**src/rtl/core/rsfl_ram.sv**
```systemverilog
// ----------------------------------------------------------------------------
// rsfl_ram
// Simple dual-port RAM: one write port, one read port, registered read data.
// ----------------------------------------------------------------------------
module rsfl_ram #(
	parameter int WIDTH = 8,
	parameter int DEPTH = 16
) (
	input  logic                     clk,
	input  logic                     we,
	input  logic [$clog2(DEPTH)-1:0] waddr,
	input  logic [WIDTH-1:0]         wdata,
	input  logic                     re,
	input  logic [$clog2(DEPTH)-1:0] raddr,
	output logic [WIDTH-1:0]         rdata
);

	logic [WIDTH-1:0] mem_q [DEPTH];

	always_ff @(posedge clk) begin
		if (we) begin
			mem_q[waddr] <= wdata;
		end
		if (re) begin
			rdata <= mem_q[raddr];
		end
	end

endmodule

```
**config.mk**
```make
export PLATFORM = sky130hd
export DESIGN_NAME = rsfl_ram
export DESIGN_NICKNAME = d
export VERILOG_FILES = /design/src/rtl/core/rsfl_ram.sv
export SDC_FILE = /design/constraint.sdc
export NUM_CORES = 1
export LEC_CHECK = 0
export ABC_CLOCK_PERIOD_IN_PS = 1500
export BUFFER_PORTS_ARGS = -buffer_cell sky130_fd_sc_hd__buf_4
export CAP_MARGIN = 20
export CORE_ASPECT_RATIO = 0.7
export CORE_UTILIZATION = 57
export CTS_BUF_LIST = sky130_fd_sc_hd__clkbuf_8
export CTS_CLUSTER_SIZE = 12
export DETAILED_ROUTE_END_ITERATION = 12
export PLACE_DENSITY_LB_ADDON = 0.05
export SLEW_MARGIN = 20
export SYNTH_ARGS = -nofsm -noshare
export SYNTH_HDL_FRONTEND = slang
export SYNTH_SLANG_ARGS = --single-unit
```
**constraint.sdc**
```tcl
create_clock -name clk -period 1.5 [get_ports clk]
set_input_delay 0.075 -clock clk [delete_from_list [all_inputs] [get_ports clk]]
set_output_delay 0.075 -clock clk [all_outputs]
set_load 0.02 [all_outputs]
```
* Word level (Yosys, flattened, before mapping)
Memory sizes are Yosys's and may differ from the RTL's. A register that Yosys moved wholly into a read port is not among the register bits.
Index checks and enable logic that the tools add are counted.
** Storage, ports and cells
- Memories :: 1
- Bits in writable memories :: 128
- Input bits :: 19
- Output and inout port bits :: 8
- Flip-flop bits (word level) :: 0
- Word-level logic and storage cells :: 3
** Operators by class
- Mux-type cells :: 2
** Memories
- mem_q :: words 16, bits a word 8, read ports 1, clocked after memory_dff 1, wr ports 1, RTL line 18 : logic [WIDTH-1:0] mem_q [DEPTH];
** Operators with widths (count)
- $mux W1 :: 2

* Depth between registers and ports, before layout
Gate-level depths: netlist (run 1).
- Depth in word-level cells :: 2
- Gate-level depth with buffers :: 5
- Depth with buffers taken out :: 3

* Least setup slack after synthesis (run 1)
OpenSTA, ideal clock, no wires.
- Path type :: input to register
- Start :: input waddr[2]
- End :: memory mem_q[0][0], enable pin
- Stages :: 2
- Path slack :: -0.068 ns
- Library setup time :: 0.383 ns
- Arrival :: 1.185 ns
- Required time :: 1.117 ns
- Path through :: or3b_2 -> nor3_1
** RTL lines
- start: declaration :: RTL line 11 : input logic [$clog2(DEPTH)-1:0] waddr,
- end: declaration :: RTL line 18
No word-level cell before the write port.

==> results by group, run 1 <==
Synthesis
  – Syn Nets: 248
  – Gate Count Post-Synth: 229
  – Distinct cells, synth: 18
  – Sequential area share after synthesis: 78.12%
  – Seq cells post-synth: ~140
  – Mapped Area: ~0.0052 mm2
  – Synth warn: 0
  – Avg Cell Area, Syn: 22.83 um2

STA
  – Hold_ws: 171.8 ps
  – Minimum clock period: 1467 ps
  – Count of final hold-check violations: 0
  – FMAX: 681.5 MHz
  – Max-slew headroom: between 40% and 50%
  – Final-report max-slew violation count: 0
  – Final Cycle Share: 97.83%
  – Setup TNS: 0 ps
  – RSZ-0062 raised after global routing: no
  – Clock Skews: 7.971 ps
  – Tightest Pin Transition: 895.1 ps
  – Final setup viols: 0

Outcome
  – Status: completed

Worst setup path
  – Slowest CP cell: mux4_1
  – Worst setup EP type: flip-flop
  – Arrival @ worst endpoint: 1650 ps
  – Crit path max-delay family: multiplexers
  – Register-to-register setup slack: 30 ps
  – Crit Path Max Fanout: 1
  – CP cell instances: mux4_1, a22oi_2, nand2_1
  – End of the critical path: rdata[4]
  – R2R Path End: rdata[4]
  – Startpoint types: flip-flop
  – Worst endpoint required time: roughly 1700 ps
  – Critical Path Max Stage Delay: about 530 ps
  – Worst Path Buf+Inv: 0
  – WP depth: 3
  – Path depth of the worst reg2reg path: 3
  – WS Path Type: flip-flop to flip-flop
  – Worst setup path startpoint: mem_q[9][4]
  – Reg2reg start: mem_q[9][4]

Global routing
  – Met1 usage: 36.88%
  – Largest net degree at the start of global routing: 17
  – Grt peak-use layer: met1
  – Global-route wire length before repair: 15.19 mm
  – Grt total ovfl: 0
  – Antenna violations before repair: 0
  – Total track usage: 24.42%
  – Vias in the first global route: between 2000 and 3000
  – GRT met3 Usage: 7.226%
  – Met2 Resource Use GR: 34.91%

Finish
  – Most common cell after layout, fill and taps aside: edfxtp_1
  – Fin util: 72.57%
  – Most frequent cells in the layout: edfxtp_1 (136), buf_4 (49), mux4_2 (19)
  – Share of cells above drive strength 1: 34.82%
  – Number of diodes: 0
  – FILL cells: 558
  – Post-route cell area: 0.006305 mm2
  – NumNets Final: 319
  – Area growth, synth to finish: 20.61%

Drt
  – Residual DRC count: 0
  – Via Count: 2517
  – Pre-antenna DRT Iters: 4
  – DR vias/cell: 5.813
  – Routed Antenna Nets: 0
  – Routed WL: 10.20 mm
  – DRT iter0 DRCs: 314
  – Drt wl/cell: 23.56 um

Clock tree
  – Clk slew on worst S/H paths: 80 ps
  – CTS Buf Count: 17
  – TritonCTS clock tree: built
  – CTS sink cnt: 136
  – # Post-CTS Setup Buffers: 0
  – Clock Path Buffers: 2
  – Number of H-tree levels: 4
  – Clk_lat worst skew: 430 ps
  – Root buffer cell: clkbuf_8

Placement
  – Detail Placement HPWL: 6.810 mm
  – Port Buffers: 26
  – Placement Cell Area: 0.005744 mm2
  – GP Congestion: 0.7263

Floorplan
  – Die area: 0.009564 mm2
  – # rows: 28
  – IO Pins: 27
  – Die Span Y: 82.13 um
  – Chip Width: approximately 120 um
  – Initial Util: 60.17%
  – Core Area: approximately 0.0087 mm2

Power
  – PD cells: 1283 mW/mm2
  – VDD IR max: 0.001126 V
  – Pwr Total: a little over 8 mW
  – P_leak: 2.156 nW

Flow run
  – Max-cap violations: 0

Min path
  – Hold Path Class: primary input to flip-flop
[cell families (layout without fill, tap and decap cells)]
kind of cell           after synthesis  count (layout)  share of synthesized area (%)
flip-flops                         136             136                          78.12
AND/OR/NAND/NOR                     35              35                          3.136
multiplexers                        32              32                          14.79
AO/OA/AOI/OAI                       16              16                          2.298
buffers and inverters               10              94                          1.651
[registers in the layout, summed over array words and instances (netlist names)]
signal,cells
mem_q,128
rdata,8
[power by group]
| part | switching, mW | internal [mW] | leakage, nW |
|---|---|---|---|
| logic | 0.262 | 0.231 | 0.691 |
| clock network | 1.34 | 1.96 | 0.229 |
| registers | 0.0232 | 4.28 | 1.24 |
| total | 1.62 | 6.46 | 2.16 |
[worst min-delay path by stage]
stage,from,endpoint,slack [ps],cells after the start
2_1_floorplan,wdata[0],mem_q[0][0],170,0
3_3_place_gp,re,rdata[4],370,1
3_5_place_dp,re,rdata[7],380,1
4_1_cts,waddr[1],mem_q[4][6],150,3
5_1_grt,waddr[1],mem_q[0][3],150,3
6_report,waddr[1],mem_q[0][6],170,3
[stage by stage]
stage          setup slack [ps]  cells
3_5_place_dp             -117.7    392
2_1_floorplan             142.6    229
6_report                  32.62    433
3_3_place_gp             -86.20    392
5_1_grt                   1.660    433
4_1_cts                   1.826    433
[final cells by class]
cell class	count	area, um2	area share [%]
clock buffer	17	234.0	3.711
clock inverter	15	210.2	3.334
multi-input combinational	83	1089	17.27
sequential	136	4084	64.77
tap	120	150.1	2.381
timing repair buffer	62	538.0	8.533
[worst reg2reg max path, cell delays in order, from the launching register on]
cell and delay, ps:
edfxtp_1 380, mux4_1 530, a22oi_2 230, nand2_1 80
[metal layers]
layer	part of all wire (%)	routed length [um]	vias up
li1	-	-	1122
met1	46	4664	1290
met2	46	4676	98
met3	8.0	812	7
met4	0.50	51	0
met5	0	0	-
[timing repair]
item                                    CTS  global route
hold endpoints to repair                136             0
pin swaps                                 0             0
resized for setup                         1             6
endpoints found under the setup margin    1             5
hold buffers                              9             0
[Yosys cell counts, drive strengths merged]
master	count	area share [%]
buf	7	1.1
clkdlybuf4s25	3	0.57
nand3	1	0.096
nor2	13	0.93
a22oi	16	2.3
nand3b	2	0.29
nand2b	2	0.24
and2	1	0.12
mux4	32	15
nor3	4	0.38
or3b	1	0.17
edfxtp	136	78
nand2	9	0.65
nor2b	1	0.12
and2b	1	0.14
(Power assumes the default switching activity.)
==> run 2: changes to the inputs <==
Settings changed: ABC_CLOCK_PERIOD_IN_PS 1500 to 1550, BUFFER_PORTS_ARGS -buffer_cell sky130_fd_sc_hd__buf_4 to not set, CORE_UTILIZATION 57 to 65, DONT_BUFFER_PORTS set to 1.
Clock period 1.5 ns to 1.55 ns, I/O delays scaled along.
==> run 2 against run 1 <==
Against the previous run:
- routed wire length shrank 1.7%
- flip-flop and latch count is the same
- combinational power shrank 36%
- register-to-register slack gained 30 ps
- global-route usage grew 2.4 points
- worst setup slack gained 26 ps
- maximum frequency shrank 1.6%
- count of clock-buffer cells in the layout is the same
- highest routed layer unchanged
==> results by group, run 2 (synthesis results as in run 1) <==
STA
  – Hold_ws: 23.45 ps
  – RSZ-0062 raised after global routing: no
  – Worst setup margin: 58.87 ps
  – Final Cycle Share: a little over nine tenths
  – Setup TNS: 0 ps
  – Clock Skews: 10.36 ps
  – Final-report max-slew violation count: 0
  – FMAX: 670.6 MHz
  – Tightest Pin Transition: between 700 and 800 ps
  – Max-slew headroom: between 50% and 60%
  – Final setup viols: 0
  – Count of final hold-check violations: 0
  – Minimum clock period: 1491 ps

Drt
  – WL met2: roughly 4.5 mm
  – WL met3: 1.247 mm
  – Pre-antenna DRT Iters: 5
  – Via Count: 2478
  – Routed WL: 10.03 mm
  – M1 wire length: ~4 mm
  – DR vias/cell: 6.590
  – Top Metal Used: met4
  – Residual DRC count: 0
  – Drt wl/cell: 26.66 um
  – Routed Antenna Nets: 0
  – DRT iter0 DRCs: between 200 and 300

Finish
  – Most common cell after layout, fill and taps aside: edfxtp_1
  – Largest registers: mem_q x128, rdata x8
  – Most frequent cells in the layout: edfxtp_1 (136), mux4_2 (18), clkbuf_8 (17)
  – Largest Register: mem_q
  – Max reg flops: ~130
  – Area growth, synth to finish: 13.43%
  – NumNets Final: 284
  – Number of diodes: 0
  – Fin util: 78.56%
  – Share of cells above drive strength 1: 23.74%
  – Post-route cell area: 0.005929 mm2

Worst setup path
  – Crit Path Max Fanout: 1
  – WS Path Type: flip-flop to flip-flop
  – Arrival @ worst endpoint: about 1700 ps
  – Startpoint types: flip-flop
  – Worst setup EP type: flip-flop
  – Worst endpoint required time: between 1500 and 2000 ps

Placement
  – GP Congestion: approximately 0.75
  – Placement Cell Area: approximately 0.0054 mm2
  – DP Worst Slack: between 80 and 90 ps
  – Port Buffers: 0
  – Detail Placement HPWL: 6.047 mm

Power
  – VDD IR max: between 0.0007 and 0.0008 V
  – Pint: 6.016 mW
  – Clock share of power: 40.2%
  – Sequential power share: 55.6%
  – Switching power: 1.515 mW
  – Comb power frac: 4.2%
  – PD cells: 1270 mW/mm2
  – Switching Share: 20.11%
  – P_leak: between 1.5 and 2 nW

Floorplan
  – Core Area: 0.007547 mm2
  – # rows: 26
  – Die Span Y: 77.03 um
  – IO Pins: 27
  – Chip Width: 109.2 um
  – Die area: between 0.008 and 0.009 mm2
  – Initial Util: 69.26%

Clock tree
  – CTS sink cnt: 136
  – Clock Path Buffers: 2
  – CTS Buf Count: 17
  – # Post-CTS Setup Buffers: 0
  – Clk slew on worst S/H paths: 80 ps
  – Clk_lat worst skew: 430 ps
  – TritonCTS clock tree: built
  – Root buffer cell: clkbuf_8
  – Number of H-tree levels: 4

Min path
  – Hold Path Class: primary input to flip-flop

Global routing
  – Antenna violations before repair: 0
  – Largest net degree at the start of global routing: 33
  – Global-route wire length before repair: approximately 15 mm
  – Vias in the first global route: 2572
  – Total track usage: a little over a quarter
  – Grt total ovfl: 0

Outcome
  – Status: completed

Flow run
  – Max-cap violations: 0
-- run 2: power by group through the flow --
stage | Combinational, mW | Sequential [mW] | Clock (mW)
2_1_floorplan | 0.209 | 4.26 | 0
3_3_place_gp | 0.225 | 4.26 | 0
3_5_place_dp | 0.229 | 4.27 | 0
4_1_cts | 0.304 | 4.19 | 3.04
5_1_grt | 0.334 | 4.19 | 3.20
6_report | 0.314 | 4.19 | 3.03
-- run 2: area by class of cell --
type	instances	area [um2]
Tap cell	98	122.6
Fill cell	377	1618
Multi-Input combinational cell	83	1072
Sequential cell	136	4084
Clock inverter	15	186.4
Timing Repair Buffer	27	230.2
Clock buffer	17	234.0
-- run 2: final timing paths --
kind                start          end  slack, ps  cells after the start
max          mem_q[15][3]     rdata[3]         60                      3
min              waddr[1]  mem_q[0][0]         20                      2
max reg2reg  mem_q[15][3]     rdata[3]         60                      3
min reg2reg  mem_q[11][1]     rdata[1]        790                      3
-- run 2: layer usage --
layer  vias up  global-route usage, %
met2       164                  36.73
met5         -                      0
met4         0                  8.933
met3        15                  11.65
li1       1054                      -
met1      1245                  39.46
-- run 2: worst max-delay path, cell delays in order (launching register included) --
cell and delay [ps]:
edfxtp_1 390, mux4_2 550, a22oi_1 230, nand2_1 90
-- run 2: per-stage QoR --
stage | cells | power [mW]
after floorplan | 229 | 4.468
after global placement | 333 | 4.487
after detailed placement | 333 | 4.499
after CTS | 374 | 7.537
after global routing | 376 | 7.730
final | 376 | 7.531
-- run 2: timing repair --
item | in CTS | in global routing
hold buffers | 9 | 2
hold endpoints to repair | 136 | 8
setup endpoints to repair | 0 | 2
gates resized for setup | 0 | 2
