**config.mk**
```make
export PLATFORM = sky130hd
export DESIGN_NAME = rsfl_seq
export DESIGN_NICKNAME = d
export VERILOG_FILES = /design/src/rtl/core/rsfl_pkg.sv /design/src/rtl/core/rsfl_seq.sv
export SDC_FILE = /design/constraint.sdc
export NUM_CORES = 1
export LEC_CHECK = 0
export BUFFER_PORTS_ARGS = -buffer_cell sky130_fd_sc_hd__buf_2
export CORE_AREA = 2 2 126 128
export DETAILED_ROUTE_END_ITERATION = 10
export DIE_AREA = 0 0 128 130
export GPL_TIMING_DRIVEN = 1
export HOLD_SLACK_MARGIN = 0.1
export PLACE_DENSITY_LB_ADDON = 0.3
export SLEW_MARGIN = 30
export SYNTH_ARGS = -nofsm -noshare
export SYNTH_HDL_FRONTEND = slang
export SYNTH_SLANG_ARGS = --single-unit
```
**constraint.sdc**
```tcl
create_clock -name clk -period 4.14 [get_ports clk]
set_clock_uncertainty 0.05 [all_clocks]
set_input_delay 0.207 -clock clk [delete_from_list [all_inputs] [get_ports clk]]
set_output_delay 0.207 -clock clk [all_outputs]
set_load 0.02 [all_outputs]
```
**src/rtl/core/rsfl_pkg.sv**
```systemverilog
// ----------------------------------------------------------------------------
// rsfl_pkg
// Shared sizes, codes and control bundles of the record slot free list.
// ----------------------------------------------------------------------------
package rsfl_pkg;

	localparam int DEPTH       = 256;
	localparam int RECORD_BITS = 64;

	localparam int SLOT_W   = 9;
	localparam int DATA_W   = 64;
	localparam int IDX_W    = $clog2(DEPTH);
	// links, head and slot count hold 0 .. DEPTH+1
	localparam int LINK_W   = $clog2(DEPTH + 2);
	localparam int CMP_W    = (LINK_W > SLOT_W) ? LINK_W : SLOT_W;

	localparam logic [LINK_W-1:0] LIST_END  = LINK_W'(DEPTH + 1);
	localparam logic [LINK_W-1:0] LINK_LIVE = '0;

	typedef enum logic [1:0] {
		OP_ADD    = 2'd0,
		OP_DELETE = 2'd1,
		OP_READ   = 2'd2,
		OP_NOP    = 2'd3
	} op_t;

	typedef enum logic [1:0] {
		ST_OK      = 2'd0,
		ST_DELETED = 2'd1,
		ST_RANGE   = 2'd2,
		ST_FULL    = 2'd3
	} status_t;

	typedef struct packed {
		logic             rd_en;
		logic [IDX_W-1:0] rd_idx;
		logic [IDX_W-1:0] wr_idx;
		logic             link_we;
		logic             rec_we;
	} mem_ctl_t;

	typedef struct packed {
		status_t           status;
		logic [SLOT_W-1:0] slot_used;
		logic [DATA_W-1:0] record_out;
	} result_t;

endpackage

```
**src/rtl/core/rsfl_seq.sv**
```systemverilog
// ----------------------------------------------------------------------------
// rsfl_seq
// Two-step sequencer: issue memory reads on accept, then check, answer and
// write back the link and record memories together with head and count.
// ----------------------------------------------------------------------------
module rsfl_seq
	import rsfl_pkg::*;
(
	input  logic                   clk,
	input  logic                   arst_n,
	input  logic                   in_valid,
	output logic                   in_ready,
	input  logic [1:0]             opcode,
	input  logic [SLOT_W-1:0]      slot,
	input  logic [DATA_W-1:0]      record_data,
	output mem_ctl_t               mem,
	output logic [LINK_W-1:0]      link_wdata,
	output logic [RECORD_BITS-1:0] rec_wdata,
	input  logic [LINK_W-1:0]      link_rdata,
	input  logic [RECORD_BITS-1:0] rec_rdata,
	output logic                   res_valid,
	input  logic                   res_ready,
	output result_t                res
);

	typedef enum logic {S_IDLE, S_EXEC} state_t;

	state_t                 state_q;
	logic [LINK_W-1:0]      free_head_q;
	logic [LINK_W-1:0]      count_q;
	op_t                    op_q;
	logic [SLOT_W-1:0]      slot_q;
	logic [RECORD_BITS-1:0] data_q;

	logic              accept;
	logic [CMP_W-1:0]  slot_c, head_c, count_c;
	logic              slot_ok, head_ok;
	logic [LINK_W-1:0] head_nxt, count_nxt;
	logic              do_write;

	assign in_ready = (state_q == S_IDLE);
	assign accept   = in_valid && in_ready;
	assign res_valid = (state_q == S_EXEC);
	assign do_write = res_valid && res_ready;

	assign slot_c  = CMP_W'(slot);
	assign head_c  = CMP_W'(free_head_q);
	assign count_c = CMP_W'(count_q);

	always_ff @(posedge clk) begin
		if (accept) begin
			op_q   <= op_t'(opcode);
			slot_q <= slot;
			data_q <= record_data[RECORD_BITS-1:0];
		end
	end

	// read side issued with the accepted beat, execute step uses the read data
	always_comb begin
		logic [CMP_W-1:0] s_c;
		s_c = CMP_W'(slot_q);
		mem.rd_en = accept;
		if (op_t'(opcode) == OP_ADD) begin
			mem.rd_idx = IDX_W'(head_c - CMP_W'(1));
		end else begin
			mem.rd_idx = IDX_W'(slot_c - CMP_W'(1));
		end

		slot_ok = (s_c != '0) && (s_c <= count_c);
		head_ok = (head_c != '0) && (head_c <= count_c);

		res.status     = ST_OK;
		res.slot_used  = slot_q;
		res.record_out = '0;
		head_nxt       = free_head_q;
		count_nxt      = count_q;
		mem.wr_idx     = IDX_W'(s_c - CMP_W'(1));
		mem.link_we    = 1'b0;
		mem.rec_we     = 1'b0;
		link_wdata     = LINK_LIVE;
		rec_wdata      = data_q;

		case (op_q)
			OP_ADD: begin
				if (head_ok) begin
					head_nxt      = link_rdata;
					mem.wr_idx    = IDX_W'(head_c - CMP_W'(1));
					mem.link_we   = do_write;
					mem.rec_we    = do_write;
					res.slot_used = SLOT_W'(head_c);
				end else if (count_q < LINK_W'(DEPTH)) begin
					// append past the high-water mark
					count_nxt     = count_q + LINK_W'(1);
					mem.wr_idx    = IDX_W'(count_q);
					mem.link_we   = do_write;
					mem.rec_we    = do_write;
					res.slot_used = SLOT_W'(count_c + CMP_W'(1));
				end else begin
					res.status    = ST_FULL;
					res.slot_used = '0;
				end
			end
			OP_DELETE: begin
				if (!slot_ok) begin
					res.status = ST_RANGE;
				end else if (link_rdata != LINK_LIVE) begin
					res.status = ST_DELETED;
				end else begin
					link_wdata  = free_head_q;
					mem.link_we = do_write;
					head_nxt    = LINK_W'(s_c);
				end
			end
			OP_READ: begin
				if (!slot_ok) begin
					res.status = ST_RANGE;
				end else if (link_rdata != LINK_LIVE) begin
					res.status = ST_DELETED;
				end else begin
					res.record_out = DATA_W'(rec_rdata);
				end
			end
			default: begin
			end
		endcase
	end

	always_ff @(posedge clk or negedge arst_n) begin
		if (!arst_n) begin
			state_q     <= S_IDLE;
			free_head_q <= LIST_END;
			count_q     <= '0;
		end else begin
			case (state_q)
				S_IDLE: begin
					if (in_valid) begin
						state_q <= S_EXEC;
					end
				end
				S_EXEC: begin
					if (res_ready) begin
						free_head_q <= head_nxt;
						count_q     <= count_nxt;
						state_q     <= S_IDLE;
					end
				end
				default: begin
					state_q <= S_IDLE;
				end
			endcase
		end
	end

	a_head_valid: assert property (@(posedge clk) disable iff (!arst_n)
		(free_head_q == LIST_END) || ((free_head_q != '0) && (free_head_q <= count_q)))
		else $error("free list head outside the used slots");

	a_count_bound: assert property (@(posedge clk) disable iff (!arst_n)
		count_q <= LINK_W'(DEPTH))
		else $error("slot count past depth");

	a_count_step: assert property (@(posedge clk) disable iff (!arst_n)
		1'b1 |=> ((count_q == $past(count_q)) ||
			((count_q == $past(count_q) + LINK_W'(1)) && ($past(state_q) == S_EXEC))))
		else $error("slot count moved by more than one append");

	a_write_exec: assert property (@(posedge clk) disable iff (!arst_n)
		(mem.link_we || mem.rec_we) |-> (state_q == S_EXEC && res_ready))
		else $error("memory write outside the execute step");

	a_rec_with_link: assert property (@(posedge clk) disable iff (!arst_n)
		mem.rec_we |-> (mem.link_we && link_wdata == LINK_LIVE))
		else $error("record written without marking the slot live");

endmodule

```
* Word-level counts from Yosys, hierarchy flattened *
Index checks and enable logic that the tools add are counted.

word-level totals
  bits in registers = 94
  input port bits = 152

cells by class
  $add $sub $neg = 4
  order comparisons = 3
  equality and inequality tests = 5
  multiplexer cells = 29
  bitwise logic cells = 2
  reduce and logical (&&, ||, !) cells = 13

operator list
  kind                   count
  $mux W64               3
  $mux W9                9
  $reduce_bool A9 Y1     3
  $sub A8 B1 Y8 const B  3
  $mux W10               2
  $le A9 B9 Y1           2
  $pmux W9 S2            1
  $mux W8                2
  $add A9 B1 Y9 const B  1
  $lt A9 B9 Y1 const B   1
  $mux W1                6
  $mux W2                3
  $ne A2 B2 Y1 const B   3
  $reduce_and A6 Y1      1
  $reduce_and A5 Y1      1
  $logic_and A1 B1 Y1    4
  $logic_not A2 Y1       2
  $pmux W1 S2            2
  $pmux W2 S2            1
  $eq A2 B1 Y1 const B   1
  $eq A2 B2 Y1 const B   1
  $not A1 Y1             2
  $reduce_bool A2 Y1     1
  $reduce_or A2 Y1       1

* Longest topological paths before layout *
Gate-level depths: netlist of run 1.

  depth after elaboration = 4
  gate-level depth with buffers = 10
  gate-level depth less buffers = 8

* Worst setup path before layout of run 1 *
No wires, ideal clock.

  kind = reg-to-output
  start = register state_q, in the netlist res_valid
  end = output mem[18] (netlist bit)
  data arrival time = 4.393 ns
  data required time = 3.883 ns
  setup slack = -0.510 ns
  stages on the path, launching flop included = 3
  buffers on the path = 1
  cells stage by stage = dfrtp_1 nor2b_1 buf_4

between the ends
  word-level cells in the longest chain between the ends = 2

RTL lines
  element                 line             source
  start, declared         rsfl_seq.sv:28   state_t state_q;
  start signal, assigned  rsfl_seq.sv:130  state_q <= S_IDLE;
  start signal, assigned  rsfl_seq.sv:137  state_q <= S_EXEC;
  start signal, assigned  rsfl_seq.sv:144  state_q <= S_IDLE;
  $not A1 Y1              -
  $logic_and A1 B1 Y1     rsfl_seq.sv:42   assign accept = in_valid && in_ready;
  end, declared           rsfl_seq.sv:16   output mem_ctl_t mem,

No other way between the ends.

==> metrics.cfg, run 1 <==
[status]
status = complete, no violations

[logic_synthesis]
synth-simple-area-share_pct = 18.32
synth_edf_count = 75
synth.area.mux_share_pct = 7.837
yosysUniqueCellTypes = 51
async_flop_share_pct = 20.21
yosys.area_share.adder_pct = 6.490
synth_area_um2 = 5205
avgSynthCellArea_um2 = 11.67
synth_xor_area_share_pct = 5.216
postSynthCellCount = 446
synth_warnings = 0
seq_area_frac_synth_pct = 52.45
synth_nets = 625
ys_ff_latch = 94
synth-main-ff-cell = edfxtp_1
synth_top_family_by_area = simple AND/OR/NAND/NOR gates
synth_compound_area_share_pct = 6.875

[timing]
finalHoldViolations = 0
setup_viol = 0
slew_headroom_pct = 42.58
finalHoldWorstSlack_ns = 0.1538
fin_crit_sh_pct = 90.10
slew_viol_final = 0
grt_setup_unrepaired = no
min_period_ns = 3.730
layout_setup_ws_ns = 0.4101
max_freq_ghz = 0.2681
tightest_slew_ns = 0.8556
tns_ns = 0

[floorplanning]
die_height_um = 130
core_area_um2 = 15420
chipWidth_um = 128
start_util_pct = 33.74
rows = 46
ioPinCount = 321
die-area_um2 = 16640

[setup_path]
worst_ep_required_time_ns = 3.88
worst_setup_path_start_kind = register
cp_top_family = compound AO/OA/AOI/OAI gates
worstPathArrival_ns = 3.47
crit_buf_inv = 3
crit_chain = clkinv_1 > ha_1 > a21oi_1 > o21ai_1 > a2111oi_2 > o21ai_2 > buf_4 > mux2i_1 > a21oi_1 > buf_2
critPathMaxFanout = 16
worstSetupPathType = register to primary output
max_stage_delay_ns = 0.66
crit_path_end_kind = primary output
cpMaxStageDelayCell = dfrtp_1
crit_top_cell = a21oi_1

[final_layout]
drive_gt1_share_pct = 44.18
nets = 1025
regArea_um2 = 2730
final_cell_mix = 320 x buf_2, 77 x dlygate4sd3_1, 75 x edfxtp_1
area_growth_pct = 56.92
multi_input_area_um2 = 2338
nFillCells = 1388
final_common_cell = buf_2
diodes = 0
final_cell_area_um2 = 8168

[min_path]
hp-class = primary input to register

[pwr]
p_leak_nw = 3.843
power_mw = 3.368
vdd_drop_max_uv = 240.1
p_per_area_nw_per_um2 = 412.4

[cts]
cts-root-buf = clkbuf_16
path_clk_slew_ns = 0.07
cts_resized = 0
numCtsBuffers = 9
clk_path_buf_depth = 2
cts_setup_buffers = 0
cts_sinks = 94
cts_tree = yes
h-tree-depth = 3
clock_latency_ns = 0.36

[global_route]
globalRouteOverflowTotal = 0
grt_pass1_vias = 4964
antenna_found_initial = 0
grt_pass1_wl_um = 26860
grt_usage_pct = 21.36
grt_max_degree = 65

[detailed_routing]
drt-pass1-iter-count = 5
wire_per_inst_um = 17.70
drt_iter0_drc = 236
avgViaCountPerCell = 4.748
vias = 4952
drcViolationCount = 0
drtAntennaViolNets = 0
wl_um = 18460

[place]
gp_congestion = 0.8885
dpl.hpwl_um = 13990
post_dp_cell_area_um2 = 7039
io_buffers = 320
pre_cts_ws_ns = 0.7491

[run]
cap_violations = 0

-- stage by stage --
stage / utilization [%] / std cells
global placement: 45.64 / 949
floorplan: - / 446
global route: 52.95 / 1043
CTS: 52.76 / 1042
finish: 52.95 / 1043
detailed placement: 45.64 / 949
-- worst min-delay path, stage by stage --
cell,delay (ns)
buf_2,0.10
mux2i_1,0.06
mux2i_1,0.13
-- what timing repair did --
action / in CTS / in global routing
endpoints found under the hold margin: 95 / 0
setup endpoints to repair: 0 / 0
hold buffers: 77 / 0
-- state kept, by name, summed over array words and instances (netlist names) --
register	flops
res_valid	1
slot_q	9
op_q	2
rec_wdata	64
free_head_q	9
count_c	9
-- worst paths after layout --
path                       slack [ns]  depth (start not counted)                    endpoint                   start
hold / removal                   0.15                          3  free_head_q[1]$_DFFE_PN0P_           link_rdata[1]
hold reg to reg                  0.53                          1      count_c[5]$_DFFE_PN0P_  count_c[5]$_DFFE_PN0P_
setup reg to reg                 0.71                          8  free_head_q[4]$_DFFE_PN0P_  count_c[8]$_DFFE_PN0P_
setup / recovery                 0.41                         10                     res[65]  count_c[8]$_DFFE_PN0P_
min in group asynchronous        0.27                          2      count_c[5]$_DFFE_PN0P_                  arst_n
max in group asynchronous        3.41                          2  free_head_q[8]$_DFFE_PN1P_                  arst_n
-- where the power goes --
part           switching [mW]  internal, mW  total [mW]
registers               0.140          1.14        1.28
clock network           0.407         0.490       0.896
logic                   0.670         0.521        1.19
total                    1.22          2.15        3.37
-- layout make-up --
cell class                      instances  share of cell area, %
Sequential cell                        94                  33.43
Timing Repair Buffer                  405                  30.02
Multi-Input combinational cell        315                  28.63
Tap cell                              192                  2.941
Clock buffer                            9                  2.757
Clock inverter                          7                  1.256
Inverter                               21                 0.9651
-- per-layer routing --
metal / routed length [um] / vias to the layer above / GRT usage (%)
li1: - / 2374 / -
met2: 8868 / 237 / 34.98
met5: 0 / - / 0
met4: 467 / 0 / 9.114
met1: 7626 / 2302 / 26.68
met3: 1499 / 39 / 6.027
-- synth_stat cells (2+ instances only) --
| cell | instances | area share [%] |
|---|---|---|
| a21oi_1 | 23 | 2.2 |
| nor2_1 | 31 | 2.2 |
| buf_4 | 2 | 0.29 |
| o21bai_1 | 2 | 0.29 |
| nor2b_1 | 2 | 0.24 |
| a22o_1 | 6 | 1.0 |
| and3_1 | 4 | 0.48 |
| or3_1 | 3 | 0.36 |
| o21ai_0 | 5 | 0.48 |
| dfrtp_1 | 17 | 8.2 |
| nand3b_1 | 3 | 0.43 |
| inv_1 | 20 | 1.4 |
| nor3_1 | 8 | 0.77 |
| dfstp_2 | 2 | 1.0 |
| and2_1 | 71 | 8.5 |
| o21ai_1 | 2 | 0.19 |
| nand3_1 | 13 | 1.2 |
| mux2i_1 | 19 | 3.7 |
| nand2b_1 | 3 | 0.36 |
| ha_1 | 27 | 6.5 |
| a22oi_1 | 2 | 0.29 |
| clkbuf_1 | 14 | 1.0 |
| nor4_1 | 2 | 0.24 |
| edfxtp_1 | 75 | 43 |
| mux2_4 | 7 | 2.0 |
| nand2_1 | 18 | 1.3 |
| xor2_1 | 11 | 1.9 |
| nor3b_1 | 2 | 0.29 |
| mux2_2 | 10 | 2.2 |
| xnor2_1 | 20 | 3.4 |
| nand4_1 | 2 | 0.24 |
-- cell families after synthesis --
group | count (synthesis)
DFF | 94
buffers and inverters | 37
AOI/OAI and AO/OA | 50
adders and majority gates | 27
and+or+nand+nor | 171
muxes | 36
xor gates and xnor gates | 31
No activity file was read; power rests on OpenSTA's default activity.
==> run 2: changes to the inputs <==
--- a/config.mk
+++ b/config.mk
@@ -5,11 +5,12 @@
 export SDC_FILE = /design/constraint.sdc
 export NUM_CORES = 1
 export LEC_CHECK = 0
+export ABC_AREA = 1
 export BUFFER_PORTS_ARGS = -buffer_cell sky130_fd_sc_hd__buf_2
-export CORE_AREA = 2 2 126 128
+export CORE_AREA = 2 2 123 125
 export DETAILED_ROUTE_END_ITERATION = 10
-export DIE_AREA = 0 0 128 130
-export GPL_TIMING_DRIVEN = 1
+export DIE_AREA = 0 0 125 127
+export GPL_TIMING_DRIVEN = 0
 export HOLD_SLACK_MARGIN = 0.1
 export PLACE_DENSITY_LB_ADDON = 0.3
 export SLEW_MARGIN = 30
==> constraint.sdc (replaced) <==
create_clock -name clk -period 3.1 [get_ports clk]
set_clock_uncertainty 0.05 [all_clocks]
set_input_delay 0.155 -clock clk [delete_from_list [all_inputs] [get_ports clk]]
set_output_delay 0.155 -clock clk [all_outputs]
set_load 0.02 [all_outputs]
==> run 2 against run 1 <==
Count of clock-buffer cells in the layout stayed put. Global-route usage grew 2.8 points. Critical path depth rose by 2. Utilization up 5.2 points. Register-to-register slack got worse by 0.09 ns. Cell area up 2.8%. Synthesized cell count grew 39%. Cell count increased by 17%. Highest routed layer unchanged.
==> metrics.cfg, run 2 <==
[final_layout]
drive_gt1_share_pct = 36.16  ; was 44.18%
final_cell_mix = 321 x buf_2, 123 x nand2_1, 117 x inv_1  ; was 320 x buf_2, 77 x dlygate4sd3_1, 75 x edfxtp_1
final_cell_area_um2 = 8393  ; was 8168 um2
largest_reg_flops = 64  ; unchanged
regArea_um2 = 2730  ; unchanged
area_growth_pct = 55.53  ; was 56.92%
nFillCells = 1298  ; was 1388
utilization_pct = 58.19  ; was 52.95%
nets = 1212  ; was 1025
diodes = 0  ; unchanged
final_common_cell = buf_2  ; unchanged
multi_input_area_um2 = 2098  ; was 2338 um2
final_cells = 1221  ; was 1043

[timing]
finalHoldWorstSlack_ns = 0.1299  ; was 0.1538 ns
setup_viol = 0  ; unchanged
finalHoldViolations = 0  ; unchanged
fin_crit_sh_pct = 94.78
min_period_ns = 2.938
slew_headroom_pct = 63.43  ; was 42.58%
tightest_slew_ns = 0.5444  ; was 0.8556 ns
slew_viol_final = 0  ; unchanged
grt_setup_unrepaired = yes  ; was no
max_freq_ghz = 0.3404

[setup_path]
r2r_start = count_c[8]$_DFFE_PN0P_  ; unchanged
crit_path_end_kind = primary output  ; unchanged
worstPathArrival_ns = 2.73  ; was 3.47 ns
worst_setup_path_start_kind = register  ; unchanged
critPathMaxFanout = 10  ; was 16
r2r-end = free_head_q[7]$_DFFE_PN0P_  ; was free_head_q[4]$_DFFE_PN0P_
worst_ep_required_time_ns = 2.89  ; was 3.88 ns
worst-r2r-setup-slack_ns = 0.62  ; was 0.71 ns
ff2ff_path_depth = 11  ; was 8
worstSetupPathType = register to primary output  ; unchanged

[logic_synthesis]
synth_area_leaders = edfxtp_1 42%, nand2_1 8.6%, inv_1 8.1%  ; was edfxtp_1 43%, and2_1 8.5%, dfrtp_1 8.2%
seq_area_frac_synth_pct = 50.59  ; was 52.45%
synth_nets = 801  ; was 625
synth-simple-area-share_pct = 23.21  ; was 18.32%
synth_warnings = 0  ; unchanged
synth_compound_area_share_pct = 5.356  ; was 6.875%
ys_ff_latch = 94  ; unchanged
async_flop_share_pct = 20.21  ; unchanged
yosys.area_share.adder_pct = 6.260  ; was 6.490%
synth_area_leader_cell = edfxtp_1  ; unchanged
yosysUniqueCellTypes = 40  ; was 51
avgSynthCellArea_um2 = 8.676  ; was 11.67 um2
synth.area.mux_share_pct = 0.6028  ; was 7.837%
synth-main-ff-cell = edfxtp_1  ; unchanged
yosysTopAreaCellShare_pct = 41.73  ; was 43.27%
post-synth-top-count-cell = nand2_1  ; was edfxtp_1
synth_top_family_by_area = simple AND/OR/NAND/NOR gates  ; unchanged
synth_xor_area_share_pct = 3.246  ; was 5.216%
synth_common_cells = 123 x nand2_1, 117 x inv_1, 102 x nor2_1  ; was 75 x edfxtp_1, 71 x and2_1, 31 x nor2_1
synth_edf_count = 75  ; unchanged
synth_area_um2 = 5396  ; was 5205 um2
postSynthCellCount = 622  ; was 446

[min_path]
min_path_cells = 3  ; unchanged
min_to = count_c[6]$_DFFE_PN0P_  ; was free_head_q[1]$_DFFE_PN0P_
hp-class = primary input to register  ; unchanged
worstHoldStart = res_ready  ; was link_rdata[1]

[floorplanning]
core_area_um2 = 14420  ; was 15420 um2
chipWidth_um = 125  ; was 128 um
rows = 44  ; was 46
ioPinCount = 321  ; unchanged
die-area_um2 = 15880  ; was 16640 um2
die_height_um = 127  ; was 130 um
start_util_pct = 37.41  ; was 33.74%

[pwr]
p_sw_share_pct = 37.04  ; was 36.13%
p_sw_mw = 1.581  ; was 1.217 mW
vdd_drop_max_uv = 415.5  ; was 240.1 uV
seq_power_share_pct = 38.3  ; was 38.0%
power_mw = 4.270  ; was 3.368 mW
p_leak_nw = 4.505  ; was 3.843 nW
p_per_area_nw_per_um2 = 508.7  ; was 412.4 nW/um2
p_int_mw = 2.688  ; was 2.151 mW
clkPwrFrac_pct = 26.6  ; about the same
power_frac_comb_pct = 35.1  ; was 35.4%

[cts]
cts_tree = yes  ; unchanged
numCtsBuffers = 9  ; unchanged
path_clk_slew_ns = 0.07  ; about the same
cts_sinks = 94  ; unchanged
clk_path_buf_depth = 2  ; unchanged
cts_setup_buffers = 0  ; unchanged
cts-root-buf = clkbuf_16  ; unchanged
clock_latency_ns = 0.34  ; was 0.36 ns
h-tree-depth = 3  ; unchanged

[place]
dp.cells = 1129  ; was 949
post_dp_cell_area_um2 = 7318  ; was 7039 um2
io_buffers = 320  ; unchanged
dpl.hpwl_um = 15500  ; was 13990 um
gp_congestion = 0.9575  ; was 0.8885

[global_route]
globalRouteOverflowTotal = 0  ; unchanged
grt_usage_pct = 24.14  ; was 21.36%
antenna_found_initial = 0  ; unchanged
grt_pass1_wl_um = 29560  ; was 26860 um
grt_max_degree = 29  ; was 65
grt_pass1_vias = 5405  ; was 4964

[run]
cap_violations = 0  ; unchanged

[detailed_routing]
wire_per_inst_um = 16.32  ; was 17.70 um
avgViaCountPerCell = 4.636  ; was 4.748
wl_um = 19930  ; was 18460 um
vias = 5660  ; was 4952
drtAntennaViolNets = 0  ; unchanged
drcViolationCount = 0  ; unchanged
drt_iter0_drc = 434  ; was 236
drt-pass1-iter-count = 6  ; was 5

[status]
status = complete, no violations  ; unchanged

==> run 2: layer usage <==
metal | up-vias | global-route usage (%) | part of all wire (%)
li1 | 2795 | - | -
met1 | 2566 | 30.44 | 40
met2 | 259 | 40.03 | 48
met3 | 40 | 7.328 | 8.9
met4 | 0 | 7.712 | 2.4
met5 | - | 0 | 0
==> run 2: area by class of cell <==
type	instances	share of cell area, %
timing repair buffer	400	29.25
tap	184	2.743
multi-input combinational	393	25.00
sequential	94	32.53
buffer	16	1.580
clock buffer	9	2.683
clock inverter	6	0.8945
inverter	119	5.322
==> run 2: through the flow <==
step | setup WS (ns) | TNS (ns)
2_1_floorplan | 0.04248 | 0
5_1_grt | -0.01372 | -0.01596
4_1_cts | 0.1606 | 0
3_5_place_dp | 0.5517 | 0
3_3_place_gp | -0.7127 | -38.41
6_report | 0.1619 | 0
==> run 2: critical path: stages, from the launching register on <==
cell and delay, ns:
dfrtp_1 0.44, inv_1 0.29, ha_1 0.31, a21o_1 0.18
nor2_1 0.10, nand3_1 0.08, nand2_1 0.16, nand3_1 0.14
inv_2 0.11, nand2_4 0.11, buf_6 0.16, nor2_1 0.09
buf_2 0.21
==> run 2: kinds of logic after synthesis <==
logic type	count (synthesis)
AOI/OAI and AO/OA	53
xor gates and xnor gates	20
adders and majority gates	27
buffers and inverters	135
DFF	94
muxes	3
and+or+nand+nor	290
==> run 2: worst max-delay path by stage <==
stage,from,to,slack (ns),depth (start not counted)
floorplan,res_valid$_DFF_PN0_,mem[18],0.04,2
global placement,res_valid$_DFF_PN0_,mem[18],-0.71,3
detailed placement,count_c[8]$_DFFE_PN0P_,mem[1],0.55,11
CTS,count_c[8]$_DFFE_PN0P_,mem[1],0.16,11
global route,count_c[8]$_DFFE_PN0P_,res[3],-0.01,12
finish,count_c[8]$_DFFE_PN0P_,res[62],0.16,12
==> run 2: timing repair <==
item	in CTS	in global routing
hold buffers	77	0
resized for setup	0	1
setup endpoints to repair	0	4
hold endpoints to repair	95	0
==> run 2: power groups by stage <==
stage	combinational [mW]	clock, mW	sequential [mW]
detailed placement	1.39	0	1.66
floorplan	0.829	0	1.68
finish	1.50	1.14	1.63
global placement	1.36	0	1.66
global route	1.64	1.20	1.64
CTS	1.48	1.17	1.63
